## src/sqvs_pkg.sv

```systemverilog
// Shared types and constants for the sprite quad vertex setup block.
// No dependencies; every other file in src refers to it by scoped names.
package sqvs_pkg;

	// fixed-point widths
	localparam int NUM_W      = 56;   // corner numerator, offset plus half view, Q.30
	localparam int H_W        = 39;   // camera half extent, Q23.16
	localparam int PROD_W     = 47;   // Q2.14 times Q16.16 product
	localparam int Q_W        = 16;   // device coordinate, Q2.14
	localparam int DIV_STAGES = 16;   // one quotient bit per stage

	localparam int TEXTURE_SLOTS = 32;

	// configuration register indexes (byte address / 4)
	localparam logic [2:0] REG_CAMERA_X    = 3'd0;
	localparam logic [2:0] REG_CAMERA_Y    = 3'd1;
	localparam logic [2:0] REG_VIEW_HALF_H = 3'd2;
	localparam logic [2:0] REG_ASPECT      = 3'd3;
	localparam logic [2:0] REG_TEX_COUNT   = 3'd4;

	localparam logic [30:0]    VIEW_HALF_H_RST = 31'd196608;  // 3.0
	localparam logic [15:0]    ASPECT_RST      = 16'd256;     // 1.0
	localparam logic [H_W-1:0] HALF_RST        = 39'd196608;  // derived half extents at reset
	localparam logic [H_W-1:0] MIN_HALF_W      = 39'd655;     // 0.01

	localparam logic [Q_W-1:0] NDC_SAT_HI = 16'h7FFF;
	localparam logic [Q_W-1:0] NDC_SAT_LO = 16'h8000;

	// front to back queue
	localparam int QUEUE_DEPTH = 2;
	localparam int QUEUE_AW    = 1;
	localparam int QUEUE_CW    = 2;

	// camera settings as seen by the datapath
	typedef struct packed {
		logic [31:0]    camera_x;
		logic [31:0]    camera_y;
		logic [H_W-1:0] half_w;        // clamped to at least 0.01
		logic [H_W-1:0] half_h;        // zero raised to one LSB
		logic [5:0]     texture_count;
	} cfg_t;

	// one accepted sprite, ready for per-vertex issue
	typedef struct packed {
		logic [NUM_W-1:0]  bx;      // (cx - camx) * 2^14 + half_w * 2^15
		logic [NUM_W-1:0]  by;
		logic [PROD_W-1:0] p_chw;   // cos * half_width
		logic [PROD_W-1:0] p_shh;   // sin * half_height
		logic [PROD_W-1:0] p_shw;   // sin * half_width
		logic [PROD_W-1:0] p_chh;   // cos * half_height
		logic [7:0]        red;
		logic [7:0]        green;
		logic [7:0]        blue;
		logic [7:0]        alpha;
		logic [4:0]        slot;
	} sprite_t;

	// vertex fields that ride alongside the dividers
	typedef struct packed {
		logic [7:0] red;
		logic [7:0] green;
		logic [7:0] blue;
		logic [7:0] alpha;
		logic       tex_u;
		logic       tex_v;
		logic [4:0] slot;
		logic       last;
	} vert_side_t;

endpackage

```

## src/sqvs_queue.sv

```systemverilog
// Short sprite queue between intake and vertex issue.
// Depends on sqvs_pkg for the entry type and depth.
module sqvs_queue (
	input  logic               clk,
	input  logic               arst_n,
	input  logic               push_valid,
	output logic               push_ready,
	input  sqvs_pkg::sprite_t  push_data,
	output logic               empty,
	input  logic               pop,
	output sqvs_pkg::sprite_t  head
);

	sqvs_pkg::sprite_t mem_q [sqvs_pkg::QUEUE_DEPTH];
	logic [sqvs_pkg::QUEUE_AW-1:0] wr_ptr_q, rd_ptr_q;
	logic [sqvs_pkg::QUEUE_CW-1:0] count_q;
	logic push;

	assign push_ready = count_q != sqvs_pkg::QUEUE_CW'(sqvs_pkg::QUEUE_DEPTH);
	assign empty      = count_q == '0;
	assign push       = push_valid && push_ready;
	assign head       = mem_q[rd_ptr_q];

	always_ff @(posedge clk or negedge arst_n) begin
		if (!arst_n) begin
			wr_ptr_q <= '0;
			rd_ptr_q <= '0;
			count_q  <= '0;
		end else begin
			if (push)
				wr_ptr_q <= wr_ptr_q + 1'b1;
			if (pop)
				rd_ptr_q <= rd_ptr_q + 1'b1;
			case ({push, pop})
				2'b10:   count_q <= count_q + 1'b1;
				2'b01:   count_q <= count_q - 1'b1;
				default: count_q <= count_q;
			endcase
		end
	end

	always_ff @(posedge clk) begin
		if (push)
			mem_q[wr_ptr_q] <= push_data;
	end

endmodule

```

## config.mk

```make
export PLATFORM = sky130hd
export DESIGN_NAME = sqvs_queue
export DESIGN_NICKNAME = d
export VERILOG_FILES = /design/src/sqvs_pkg.sv /design/src/sqvs_queue.sv
export SDC_FILE = /design/constraint.sdc
export NUM_CORES = 1
export LEC_CHECK = 0
export BUFFER_PORTS_ARGS = -buffer_cell sky130_fd_sc_hd__buf_2
export CORE_AREA = 5 5 263 265
export DETAILED_ROUTE_END_ITERATION = 8
export DIE_AREA = 0 0 268 270
export RECOVER_POWER = 25
export SLEW_MARGIN = 10
export SYNTH_ARGS = -nofsm -noshare
export SYNTH_HDL_FRONTEND = slang
export SYNTH_SLANG_ARGS = --single-unit
export TNS_END_PERCENT = 5
```

## constraint.sdc

```tcl
create_clock -name clk -period 25.8 [get_ports clk]
set_clock_uncertainty 0.05 [all_clocks]
set_input_delay 2.58 -clock clk [delete_from_list [all_inputs] [get_ports clk]]
set_output_delay 2.58 -clock clk [all_outputs]
set_load 0.03 [all_outputs]
```

Word-level counts from Yosys, hierarchy flattened
Memory sizes are Yosys's and may differ from the RTL's.
Cells that the tools add are included.
Widths: inputs -> output; s select.

word-level totals
  bits in registers = 4
  bits in latches = 0
  bits in writable memories = 674
  memory bits (read-only) = 0
  input bits = 341
  output and inout port bits = 339
  word-level logic and storage cells = 17
  memories = 1

memories
  memory  depth  width  read ports  clocked after Yosys merged registers in  write ports  line              source
  mem_q   2      337    1           0                                        1            sqvs_queue.sv:14  sqvs_pkg::sprite_t mem_q [sqvs_pkg::QUEUE_DEPTH];

cells by class
  add/sub/neg operators = 4
  multipliers = 0
  div/mod/pow operators = 0
  order comparisons = 0
  equal/unequal tests = 3
  shift operators = 0
  multiplexer cells = 3
  bitwise logic cells = 0
  reduce and logical (&&, ||, !) cells = 3

operator list
  operator             number
  $pmux 2 s2           1
  $add 1x1->1 const B  2
  $add 2x1->2 const B  1
  $eq 2x1->1 const B   1
  $eq 2x2->1 const B   1
  $logic_not 2->1      1
  $mux 1               2
  $ne 2x2->1 const B   1
  $reduce_bool 2->1    1
  $sub 2x1->2 const B  1
  $logic_and 1x1->1    1

Logic depth before layout (Yosys ltp)
  depth after elaboration = 4
  depth in mapped cells = 6
  gate-level depth less buffers = 6

Worst setup path before layout
OpenSTA, ideal clock, no wires.

  kind = input to register
  from = input push_valid
  to = memory mem_q[0][0] in the netlist's numbering, enable pin
  library setup time = 1.044 ns
  arrival time = 16.631 ns
  required time = 24.706 ns
  path slack = 8.075 ns
  cell stages on the path = 2
  path buffers = 0
  cells stage by stage = nand2_1 > nor2_1

between the ends
  longest elaborated chain between the ends = 3

RTL lines
  item                          line              source
  from (decl)                   sqvs_queue.sv:6   input logic push_valid,
  $logic_and 1x1->1             sqvs_queue.sv:21  assign push = push_valid && push_ready;
  $mux 1                        sqvs_queue.sv:43  if (push)
  $mux 1 (not written as such)  sqvs_queue.sv:44  mem_q[wr_ptr_q] <= push_data;
  to (decl)                     sqvs_queue.sv:14

No other way between the ends.

==> impl_metrics.py <==
metrics = {
    "routing": {
        "wl_per_cell_um": 22.1,
        "wl_um": 60600,
        "num_vias": 12700,
        "route.antenna.remaining_nets": 0,
        "dr.pass1.iters": 5,
        "viasPerCell": 4.63,
        "drtIter0Drc": 796,
        "drc": 0,
    },
    "flow_run": {
        "max_cap_violations": 0,
    },
    "layout": {
        "ff_latch_area_mm2": 0.0203,
        "nets": 2137,
        "multi_input_area_mm2": 0.00502,
        "n_fill_cell": 5647,
        "area_growth_pct": 23.4,
        "final_common_cell": "edfxtp_1",
        "final_area_mm2": 0.0322,
        "utilization_pct": 48.3,
        "layout-drive-gt1-share_pct": 57.3,
        "mostFrequentLayoutCells": "edfxtp_1 (674), buf_2 (607), mux2_4 (301)",
    },
    "yosys": {
        "synthDistinctLibCells": 14,
        "avgSynthCellArea_um2": 24.5,
        "yosysWarnings": 0,
        "synth_cells": 1065,
        "ys_seq_area_share_pct": 78.1,
        "synth_area_mm2": 0.0261,
        "synth_seq_cells": 678,
        "syn_nets": 1407,
    },
    "clock_network": {
        "hold_buffers": 0,
        "cts.sinks": 678,
        "tritoncts": "done",
        "insertion_delay_ns": 0.58,
        "cts_root_buffer": "clkbuf_16",
        "clock_path_buffers": 3,
        "post-cts-setup-buffer-count": 0,
        "cts_buffers": 72,
        "cts-resized-gates": 0,
        "path_clk_slew_ns": 0.06,
        "htreeDepth": 3,
    },
    "grt": {
        "overflow": 0,
        "grt_antenna_before_repair": 18,
        "grt_pass1_vias": 13400,
        "grt_max_degree": 81,
        "grtUsageTotal_pct": 15.9,
        "grt_pass1_wl_um": 86100,
    },
    "hold_path": {
        "hold_path_class": "reg2reg",
        "holdPathStages": 1,
    },
    "critical_path": {
        "endpoint_kind": "output port",
        "crit_top_cell": "buf_4",
        "cp.arrival_ns": 4.09,
        "worstPathMaxFanout": 65,
        "crit_chain": "buf_4, buf_4, mux2_2, buf_2",
        "worstPathRequired_ns": 23.17,
        "r2r_cells": 4,
        "cpMaxStageDelayCell": "dfrtp_4",
        "crit_type": "reg2out",
        "critPathMaxStageDelay_ns": 1.06,
        "startpoint_type": "register",
    },
    "sta": {
        "fmax_mhz": 149,
        "max_slew_margin_pct": 23.5,
        "final-setup-viol-count": 0,
        "finalSetupTns_ns": 0,
        "period_needed_ns": 6.72,
        "hold_violations": 0,
        "rsz0062_at_grt": "false",
        "worstMarginPinSlew_ns": 1.15,
        "drv_slew": 0,
        "fin_crit_sh_pct": 26.0,
    },
    "power_and_ir_drop": {
        "vdd_drop_max_uv": 75.1,
        "power_mw": 4.13,
        "leakage_nw": 12.6,
        "power_density_mw_per_mm2": 129,
    },
    "floorplanning": {
        "die_w_um": 268,
        "die-area_mm2": 0.0724,
        "rows": 95,
        "core_region_area_mm2": 0.0666,
        "initial_core_util_pct": 39.1,
        "io_pins": 680,
        "die_h_um": 270,
    },
    "placed_design": {
        "globalplace.congestion": 0.812,
        "placed_cell_area_mm2": 0.0300,
        "io_buffers": 679,
        "dp_hpwl_um": 43100,
    },
    "outcome": {
        "outcome": "completed",
    },
}
==> per-stage QoR <==
step / hold slack (ns) / setup slack [ns] / std cells
after floorplan: 0.411 / 8.08 / 1065
after global placement: 0.432 / 19.65 / 2594
after detailed placement: 0.459 / 19.61 / 2594
after CTS: 0.470 / 18.95 / 2721
after global routing: 0.509 / 18.87 / 2732
final: 0.470 / 19.08 / 2736
==> sequential cells by signal (all words and copies together) (netlist names) <==
name	flops
mem_q	674
rd_ptr_q	1
wr_ptr_q	1
count_q	2
==> worst max-delay path, delay by kind of cell, from the launching register on <==
family | cells | cell delay (ns)
multiplexers | 1 | 0.43
buffers and inverters | 3 | 1.87
flip-flops | 1 | 1.06
==> synth_stat cells <==
cell	n	share of area, %
buf_6	4	0.17
mux2_2	36	1.6
nand2_1	1	0.014
buf_2	1	0.019
nor2_1	3	0.043
dfrtp_1	4	0.38
xnor2_1	3	0.10
edfxtp_1	674	78
mux2_4	301	17
xor2_1	2	0.067
nand2b_1	1	0.024
buf_12	33	2.5
and3_1	1	0.024
ha_1	1	0.048
==> per-layer routing <==
layer | global-route usage (%) | vias up | wire length [um]
met2 | 28.7 | 447 | 32500
met3 | 5.37 | 97 | 5210
met5 | 0 | - | 41
li1 | - | 5755 | -
met4 | 5.73 | 6 | 1490
met1 | 17.4 | 6360 | 21400
==> path summary, 6_finish.rpt <==
kind | from | to | slack (ns)
worst min-delay path | count_q[1]$_DFFE_PN0P_ | count_q[1]$_DFFE_PN0P_ | 0.47
max in group asynchronous | arst_n | rd_ptr_q$_DFFE_PN0P_ | 23.64
min in group asynchronous | arst_n | rd_ptr_q$_DFFE_PN0P_ | 1.79
worst min register to register | count_q[1]$_DFFE_PN0P_ | count_q[1]$_DFFE_PN0P_ | 0.47
worst max register to register | count_q[0]$_DFFE_PN0P_ | mem_q[1][184]$_DFFE_PP_ | 22.14
worst max-delay path | rd_ptr_q$_DFFE_PN0P_ | head[317] | 19.08
==> cell families (layout without fill, tap and decap cells) <==
| group | count (synthesis) | after routing | synth area share, % |
|---|---|---|---|
| other cells | 0 | 15 | 0 |
| simple gates | 6 | 6 | 0.106 |
| buf+inv | 38 | 821 | 2.73 |
| xor+xnor | 5 | 5 | 0.168 |
| mux | 337 | 337 | 18.9 |
| flops | 678 | 678 | 78.1 |
| fa+ha+maj | 1 | 1 | 0.0480 |
==> power breakdown <==
| group | total (mW) | switching, mW | internal (mW) |
|---|---|---|---|
| Combinational | 1.56 | 0.984 | 0.579 |
| Sequential | 1.59 | 0.0775 | 1.51 |
| Clock | 0.982 | 0.403 | 0.579 |
==> final cells by class <==
cell class              instances  share of cell area (%)
flip-flops and latches        678                    63.3
multi-input cells             349                    15.6
repair buffers                694                    10.6
clock buffers                  89                    5.86
well taps                     873                    3.40
clock inverters                38                    1.11
diodes                         15                   0.117
Power figures use the tool's default switching activity.
