--- config.mk ---
export PLATFORM = sky130hd
export DESIGN_NAME = sqvs_regs
export DESIGN_NICKNAME = d
export VERILOG_FILES = /design/src/sqvs_pkg.sv /design/src/sqvs_regs.sv
export SDC_FILE = /design/constraint.sdc
export NUM_CORES = 1
export LEC_CHECK = 0
export ABC_AREA = 1
export BUFFER_PORTS_ARGS = -buffer_cell sky130_fd_sc_hd__buf_2
export CAP_MARGIN = 20
export CORE_MARGIN = 5
export CORE_UTILIZATION = 30
export CTS_CLUSTER_DIAMETER = 50
export DETAILED_ROUTE_END_ITERATION = 12
export SKIP_LAST_GASP = 1
export SYNTH_ARGS = -nofsm -noshare
export SYNTH_HDL_FRONTEND = slang
export SYNTH_SLANG_ARGS = --single-unit
--- constraint.sdc ---
create_clock -name clk -period 9.3 [get_ports clk]
set_input_delay 0.93 -clock clk [delete_from_list [all_inputs] [get_ports clk]]
set_output_delay 0.93 -clock clk [all_outputs]
set_load 0.005 [all_outputs]
--- src/sqvs_pkg.sv ---
// Shared types and constants for the sprite quad vertex setup block.
// No dependencies; every other file in src refers to it by scoped names.
package sqvs_pkg;

	// fixed-point widths
	localparam int NUM_W      = 56;   // corner numerator, offset plus half view, Q.30
	localparam int H_W        = 39;   // camera half extent, Q23.16
	localparam int PROD_W     = 47;   // Q2.14 times Q16.16 product
	localparam int Q_W        = 16;   // device coordinate, Q2.14
	localparam int DIV_STAGES = 16;   // one quotient bit per stage

	localparam int TEXTURE_SLOTS = 32;

	// configuration register indexes (byte address / 4)
	localparam logic [2:0] REG_CAMERA_X    = 3'd0;
	localparam logic [2:0] REG_CAMERA_Y    = 3'd1;
	localparam logic [2:0] REG_VIEW_HALF_H = 3'd2;
	localparam logic [2:0] REG_ASPECT      = 3'd3;
	localparam logic [2:0] REG_TEX_COUNT   = 3'd4;

	localparam logic [30:0]    VIEW_HALF_H_RST = 31'd196608;  // 3.0
	localparam logic [15:0]    ASPECT_RST      = 16'd256;     // 1.0
	localparam logic [H_W-1:0] HALF_RST        = 39'd196608;  // derived half extents at reset
	localparam logic [H_W-1:0] MIN_HALF_W      = 39'd655;     // 0.01

	localparam logic [Q_W-1:0] NDC_SAT_HI = 16'h7FFF;
	localparam logic [Q_W-1:0] NDC_SAT_LO = 16'h8000;

	// front to back queue
	localparam int QUEUE_DEPTH = 2;
	localparam int QUEUE_AW    = 1;
	localparam int QUEUE_CW    = 2;

	// camera settings as seen by the datapath
	typedef struct packed {
		logic [31:0]    camera_x;
		logic [31:0]    camera_y;
		logic [H_W-1:0] half_w;        // clamped to at least 0.01
		logic [H_W-1:0] half_h;        // zero raised to one LSB
		logic [5:0]     texture_count;
	} cfg_t;

	// one accepted sprite, ready for per-vertex issue
	typedef struct packed {
		logic [NUM_W-1:0]  bx;      // (cx - camx) * 2^14 + half_w * 2^15
		logic [NUM_W-1:0]  by;
		logic [PROD_W-1:0] p_chw;   // cos * half_width
		logic [PROD_W-1:0] p_shh;   // sin * half_height
		logic [PROD_W-1:0] p_shw;   // sin * half_width
		logic [PROD_W-1:0] p_chh;   // cos * half_height
		logic [7:0]        red;
		logic [7:0]        green;
		logic [7:0]        blue;
		logic [7:0]        alpha;
		logic [4:0]        slot;
	} sprite_t;

	// vertex fields that ride alongside the dividers
	typedef struct packed {
		logic [7:0] red;
		logic [7:0] green;
		logic [7:0] blue;
		logic [7:0] alpha;
		logic       tex_u;
		logic       tex_v;
		logic [4:0] slot;
		logic       last;
	} vert_side_t;

endpackage

--- src/sqvs_regs.sv ---
// APB register file for the camera and texture settings, plus derived half extents.
// Depends on sqvs_pkg.
module sqvs_regs (
	input  logic                clk,
	input  logic                arst_n,
	input  logic                psel,
	input  logic                penable,
	input  logic                pwrite,
	input  logic [4:0]          paddr,
	input  logic [31:0]         pwdata,
	output logic [31:0]         prdata,
	output logic                pready,
	output sqvs_pkg::cfg_t      cfg
);

	logic [31:0] cam_x_q;
	logic [31:0] cam_y_q;
	logic [30:0] vhh_q;
	logic [15:0] aspect_q;
	logic [5:0]  tex_cnt_q;
	logic [sqvs_pkg::H_W-1:0] half_w_q;
	logic [sqvs_pkg::H_W-1:0] half_h_q;

	logic        wr;
	logic [2:0]  idx;
	logic [46:0] hw_prod;
	logic [sqvs_pkg::H_W-1:0] hw_raw;

	assign wr     = psel & penable & pwrite;
	assign idx    = paddr[4:2];
	assign pready = 1'b1;

	always_ff @(posedge clk or negedge arst_n) begin
		if (!arst_n) begin
			cam_x_q   <= '0;
			cam_y_q   <= '0;
			vhh_q     <= sqvs_pkg::VIEW_HALF_H_RST;
			aspect_q  <= sqvs_pkg::ASPECT_RST;
			tex_cnt_q <= '0;
		end else if (wr) begin
			case (idx)
				sqvs_pkg::REG_CAMERA_X:    cam_x_q   <= pwdata;
				sqvs_pkg::REG_CAMERA_Y:    cam_y_q   <= pwdata;
				sqvs_pkg::REG_VIEW_HALF_H: vhh_q     <= pwdata[30:0];
				sqvs_pkg::REG_ASPECT:      aspect_q  <= pwdata[15:0];
				sqvs_pkg::REG_TEX_COUNT:   tex_cnt_q <= pwdata[5:0];
				default: ;
			endcase
		end
	end

	// half width = (vhh * aspect) >> 8, at least 0.01; updated in the cycle after the setting registers take a write
	assign hw_prod = 47'(vhh_q) * 47'(aspect_q);
	assign hw_raw  = hw_prod[46:8];

	always_ff @(posedge clk or negedge arst_n) begin
		if (!arst_n) begin
			half_w_q <= sqvs_pkg::HALF_RST;
			half_h_q <= sqvs_pkg::HALF_RST;
		end else begin
			half_w_q <= (hw_raw < sqvs_pkg::MIN_HALF_W) ? sqvs_pkg::MIN_HALF_W : hw_raw;
			half_h_q <= (vhh_q == '0) ? 39'd1 : {8'b0, vhh_q};
		end
	end

	always_comb begin
		case (idx)
			sqvs_pkg::REG_CAMERA_X:    prdata = cam_x_q;
			sqvs_pkg::REG_CAMERA_Y:    prdata = cam_y_q;
			sqvs_pkg::REG_VIEW_HALF_H: prdata = {1'b0, vhh_q};
			sqvs_pkg::REG_ASPECT:      prdata = {16'b0, aspect_q};
			sqvs_pkg::REG_TEX_COUNT:   prdata = {26'b0, tex_cnt_q};
			default:                   prdata = '0;
		endcase
	end

	assign cfg.camera_x      = cam_x_q;
	assign cfg.camera_y      = cam_y_q;
	assign cfg.half_w        = half_w_q;
	assign cfg.half_h        = half_h_q;
	assign cfg.texture_count = tex_cnt_q;

endmodule

Yosys cells after proc, flatten, opt, wreduce, memory -nomap -nowiden
Index checks and enable logic that the tools add are counted.
{ "word_totals": {"output_inout_bits": 181, "input_bits": 42, "elab_cells": 25, "regBits": 187} }
{ "classes": {"n_eq_ne": 4, "n_mul": 1, "order_cmp": 1, "reduce_logical": 7, "n_bitwise": 2, "n_mux": 3} }
{ "ops": {"columns": ["cell", "count"], "rows": [
  ["$pmux W32 S5", 1],
  ["$mul A31 B16 Y47", 1],
  ["$lt A39 B10 Y1 const B", 1],
  ["$mux W39", 1],
  ["$logic_not A31 Y1", 1],
  ["$mux W31", 1],
  ["$reduce_and A2 Y1", 5],
  ["$eq A3 B2 Y1 const B", 2],
  ["$eq A3 B1 Y1 const B", 1],
  ["$eq A3 B3 Y1 const B", 1],
  ["$logic_not A3 Y1", 1],
  ["$and A1 B1 Y1", 2]
]} }

Depth between registers and ports, before layout
{ "depth": {"word_depth": 3, "mapped_depth": 37, "ltp_nobuf": 35} }

Worst setup path before layout
No wires, ideal clock.
{ "synth_path": {"kind": "flip-flop to flip-flop", "startpoint": "reg vhh_q[16]", "endpoint": "reg half_w_q[4] (netlist name)", "path_stages_with_launch": 28, "n_path_buf": 2, "setup_time_ps": 120, "required_time_ps": 9180, "slack_ps": 3310, "arrival_time_ps": 5870, "path_cell_list": "dfstp_2 clkbuf_1 buf_1 nand2_1 fa_1 inv_1 fa_1 fa_1 fa_1 fa_1 inv_1 fa_1 inv_1 ha_1 nand2_1 nor2_1 o21ai_0 nand2_1 a21oi_1 nand2_2 nand2_1 nand3_1 nand2_1 inv_2 nor2_1 nand3_1 nor2_2 nor2_1"} }
{ "synth_via": {"elab_chain_len": 3} }
{ "synth_rtl": {"columns": ["element", "line", "source"], "rows": [
  ["from (decl)", "sqvs_regs.sv:18", "logic [30:0] vhh_q;"],
  ["from (signal assigned)", "sqvs_regs.sv:37", "vhh_q <= sqvs_pkg::VIEW_HALF_H_RST;"],
  ["from (signal assigned)", "sqvs_regs.sv:44", "sqvs_pkg::REG_VIEW_HALF_H: vhh_q <= pwdata[30:0];"],
  ["$mul A31 B16 Y47", "sqvs_regs.sv:53", "assign hw_prod = 47'(vhh_q) * 47'(aspect_q);"],
  ["$lt A39 B10 Y1", "sqvs_regs.sv:61", "half_w_q <= (hw_raw < sqvs_pkg::MIN_HALF_W) ? sqvs_pkg::MIN_HALF_W : hw_raw;"],
  ["$mux W39", "sqvs_regs.sv:61", null],
  ["to (signal assigned)", "sqvs_regs.sv:58", "half_w_q <= sqvs_pkg::HALF_RST;"],
  ["to (signal assigned)", "sqvs_regs.sv:61", null],
  ["to (decl)", "sqvs_regs.sv:21", "logic [sqvs_pkg::H_W-1:0] half_w_q;"]
]} }
No other way between the ends.
A chain may end at the register's enable or synchronous reset.

Final worst setup path
{ "layout_path": {"startpoint": "reg vhh_q[19]", "endpoint": "reg half_w_q[5] (netlist name)"} }
The elaborated chain is that of the path after synthesis.

==> impl_results.md <==
- I/O Buffers: 211
- Top flip-flop cell by instance count after synthesis: sky130_fd_sc_hd__dfrtp_1
- Largest net degree at the start of global routing: 72
- DIE AREA: 87600 um2
- Rel. slew slack: 0.246
- Post-route minimum period: 7210 ps
- CTS Hold Bufs: 0
- Estimated wirelength of the detail-placed design: 55.0 mm
- Post-route ant nets: 0
- Clk buf depth: 2
- Average vias per placed instance: 4.63
- Share of cells above drive strength 1: 0.0947
- Synth Area per Inst: 7.55 um2
- Total DRC errors in the routed layout: 0
- Worst Hold Slack: 412 ps
- Run status: complete, no violations
- Number of hold violations in the final report: 0
- Most common cell after layout, fill and taps aside: sky130_fd_sc_hd__nand2_1
- Core ar.: 80800 um2
- Insertion delay of the later-clocked pin in the worst-skew pair: 480 ps
- Final sum of negative setup slack: 0 ps
- Drt first-iter violations: 1316
- Setup skew after layout: 29.0 ps
- Clock tree sinks: 187
- Nets: 3876
- Number of placement rows: 104
- Capturing element type of the critical path: flip-flop
- Number of setup buffers added after CTS: 0
- Setup CP Type: flip-flop to flip-flop
- Fraction of the yosys area taken by sequential cells: 0.191
- Number of max-slew violations in the final report: 0
- Pin slew with the least headroom to its limit: 1130 ps
- TritonCTS clock tree: done
- Number of instances in the synthesized netlist: 3250
- Via count: 20300
- Util after Layout: 0.334
- ANT cells: 0
- Clock Pin Slew Worst Setup and Hold Paths: 90 ps
- Number of distinct library cell variants in the gate-level netlist after synthesis: 42
- Highest-count cells in the layout ignoring fill and taps: sky130_fd_sc_hd__nand2_1 (1039), sky130_fd_sc_hd__inv_1 (831), sky130_fd_sc_hd__fa_1 (403)
- Portion of the clock cycle consumed by the worst path in the final layout: 0.775
- Residual overflow from global routing: 0
- Antenna violations before repair: 0
- Count of instances resized after the clock tree is built: 0
- Final weighted congestion of routability-driven global placement: 0.856
- Number of max-cap violations: 0
- Post-synthesis sequential element count: 187
- Power density relative to cell area: 314 nW/um2
- Number of warnings reported in the yosys synthesis log: 0
- Worst-path maximum fanout: 19
- Peak supply drop: 0.000254 V
- Horiz. Die Dim: 296 um
- P&R area growth vs syn: 10.1%
- Classification of the worst-slack hold path: flip-flop to flip-flop
- Critical path data arrival time: 7550 ps
- Setup repair after global routing missed its margin: no
- Starting utilization of the core area: 0.304
- Total wire length after detailed routing: 73.0 mm
- Vias in the first global route: 21500
- Num CTS Buffers: 17
- Share of synthesized registers carrying an async set or reset: 1.00
- Setup violation total in the final timing report: 0
- Htree depth: 4
- Die height: 296 um
- Endpoint required time on the critical path: 9640 ps
- Root buffer selected by CTS: sky130_fd_sc_hd__clkbuf_16
- Critical path startpoint category: flip-flop
- Leakage power of the design: 0.0154 uW
- Ports placed on the boundary: 223
- Cell area after synthesis: 24500 um2
- Average detailed-routed wire length per instance: 16.6 um
- First-pass GRT wire length: 118 mm
- Overall track demand over capacity in global routing: 0.171
- Max Freq: 0.139 GHz
- Number of synthesized flops with an enable pin: 0
- Number of detailed-routing iterations run before antenna repair: 6
==> worst max-delay path, stage by stage, from the launching register on <==
cell and delay, ps:
sky130_fd_sc_hd__dfrtp_1 1090, sky130_fd_sc_hd__nand2_1 180, sky130_fd_sc_hd__fa_1 560, sky130_fd_sc_hd__fa_1 480, sky130_fd_sc_hd__fa_1 550, sky130_fd_sc_hd__inv_1 50
sky130_fd_sc_hd__fa_1 450, sky130_fd_sc_hd__fa_1 530, sky130_fd_sc_hd__inv_1 50, sky130_fd_sc_hd__fa_1 520, sky130_fd_sc_hd__inv_1 60, sky130_fd_sc_hd__ha_1 360
sky130_fd_sc_hd__a21oi_1 320, sky130_fd_sc_hd__nor2_1 90, sky130_fd_sc_hd__o21ai_0 310, sky130_fd_sc_hd__nand2_1 140, sky130_fd_sc_hd__a21oi_1 280, sky130_fd_sc_hd__nand2_2 140
sky130_fd_sc_hd__nand2_1 100, sky130_fd_sc_hd__nand3_1 70, sky130_fd_sc_hd__nand2_1 120, sky130_fd_sc_hd__inv_2 50, sky130_fd_sc_hd__nor2_1 100, sky130_fd_sc_hd__nand3_1 140
sky130_fd_sc_hd__nor2_2 240, sky130_fd_sc_hd__nor2_1 80
==> logic make-up after synthesis <==
kind of cell / after synthesis / share of synthesized area
and+or+nand+nor: 1280 / 0.208
buffers and inverters: 1030 / 0.159
adders and majority gates: 519 / 0.388
AOI/OAI and AO/OA: 227 / 0.0516
DFF: 187 / 0.191
xor gates and xnor gates: 5 / 0.00179
other: 2 / 0.000306
==> synthesized netlist by cell type, drive strengths merged, types with 3 or more instances <==
cell type | n | area share
a21oi | 45 | 0.0092
a221oi | 4 | 0.0014
a22oi | 12 | 0.0037
a31oi | 3 | 0.00077
buf | 33 | 0.0067
clkbuf | 163 | 0.025
dfrtp | 180 | 0.18
dfstp | 7 | 0.0075
fa | 403 | 0.33
ha | 116 | 0.059
inv | 833 | 0.13
nand2 | 1055 | 0.16
nand3 | 68 | 0.014
nand3b | 12 | 0.0037
nand4 | 14 | 0.0036
nor2 | 110 | 0.017
nor3 | 10 | 0.0027
nor4 | 4 | 0.0010
o211ai | 20 | 0.0061
o21ai | 133 | 0.027
o21bai | 5 | 0.0015
xor2 | 3 | 0.0011
==> worst paths after layout <==
check / startpoint / end / slack [ps] / cells past startpoint
worst max-delay path: vhh_q[19] / half_w_q[5] / 2090 / 25
worst min-delay path: vhh_q[29] / half_h_q[29] / 410 / 0
worst max register to register: vhh_q[19] / half_w_q[5] / 2090 / 25
worst min register to register: vhh_q[29] / half_h_q[29] / 410 / 0
max in group asynchronous: arst_n / aspect_q[11] / 7520 / 2
min in group asynchronous: arst_n / half_h_q[28] / 440 / 1
==> layer usage <==
layer,part of all wire,track usage
met1,0.38,0.196
met2,0.54,0.324
met3,0.050,0.0231
met4,0.036,0.0632
met5,0,0
==> registers in the layout, summed over array words and instances (netlist names) <==
name and count:
half_w_q 39, cam_x_q 32, aspect_q 16, half_h_q 31, cam_y_q 32, tex_cnt_q 6
vhh_q 31
==> per-stage QoR <==
| stage | area [um2] | instances | worst slack [ps] | total power [uW] |
|---|---|---|---|---|
| floorplan | 24600 | 3257 | 3310 | 5580 |
| global placement | 26400 | 4355 | 2240 | 7730 |
| detailed placement | 26400 | 4355 | 2180 | 7760 |
| CTS | 27000 | 4387 | 2140 | 8600 |
| global route | 27000 | 4388 | 1690 | 9460 |
| finish | 27000 | 4388 | 2090 | 8480 |
==> where the power goes <==
part | internal, uW | switching, uW | total (uW)
combinational | 2200 | 4040 | 6240
clock | 391 | 391 | 782
sequential | 1060 | 396 | 1450
total | 3650 | 4830 | 8480
==> cell type report <==
cell class | count | area, um2
timing repair buffer | 235 | 1260
multi-input combinational | 2040 | 16000
inverter | 834 | 3130
sequential | 187 | 4700
tap | 1060 | 1330
fill | 8559 | 53800
clock buffer | 18 | 429
clock inverter | 14 | 193
No activity file was read; power rests on OpenSTA's default activity.
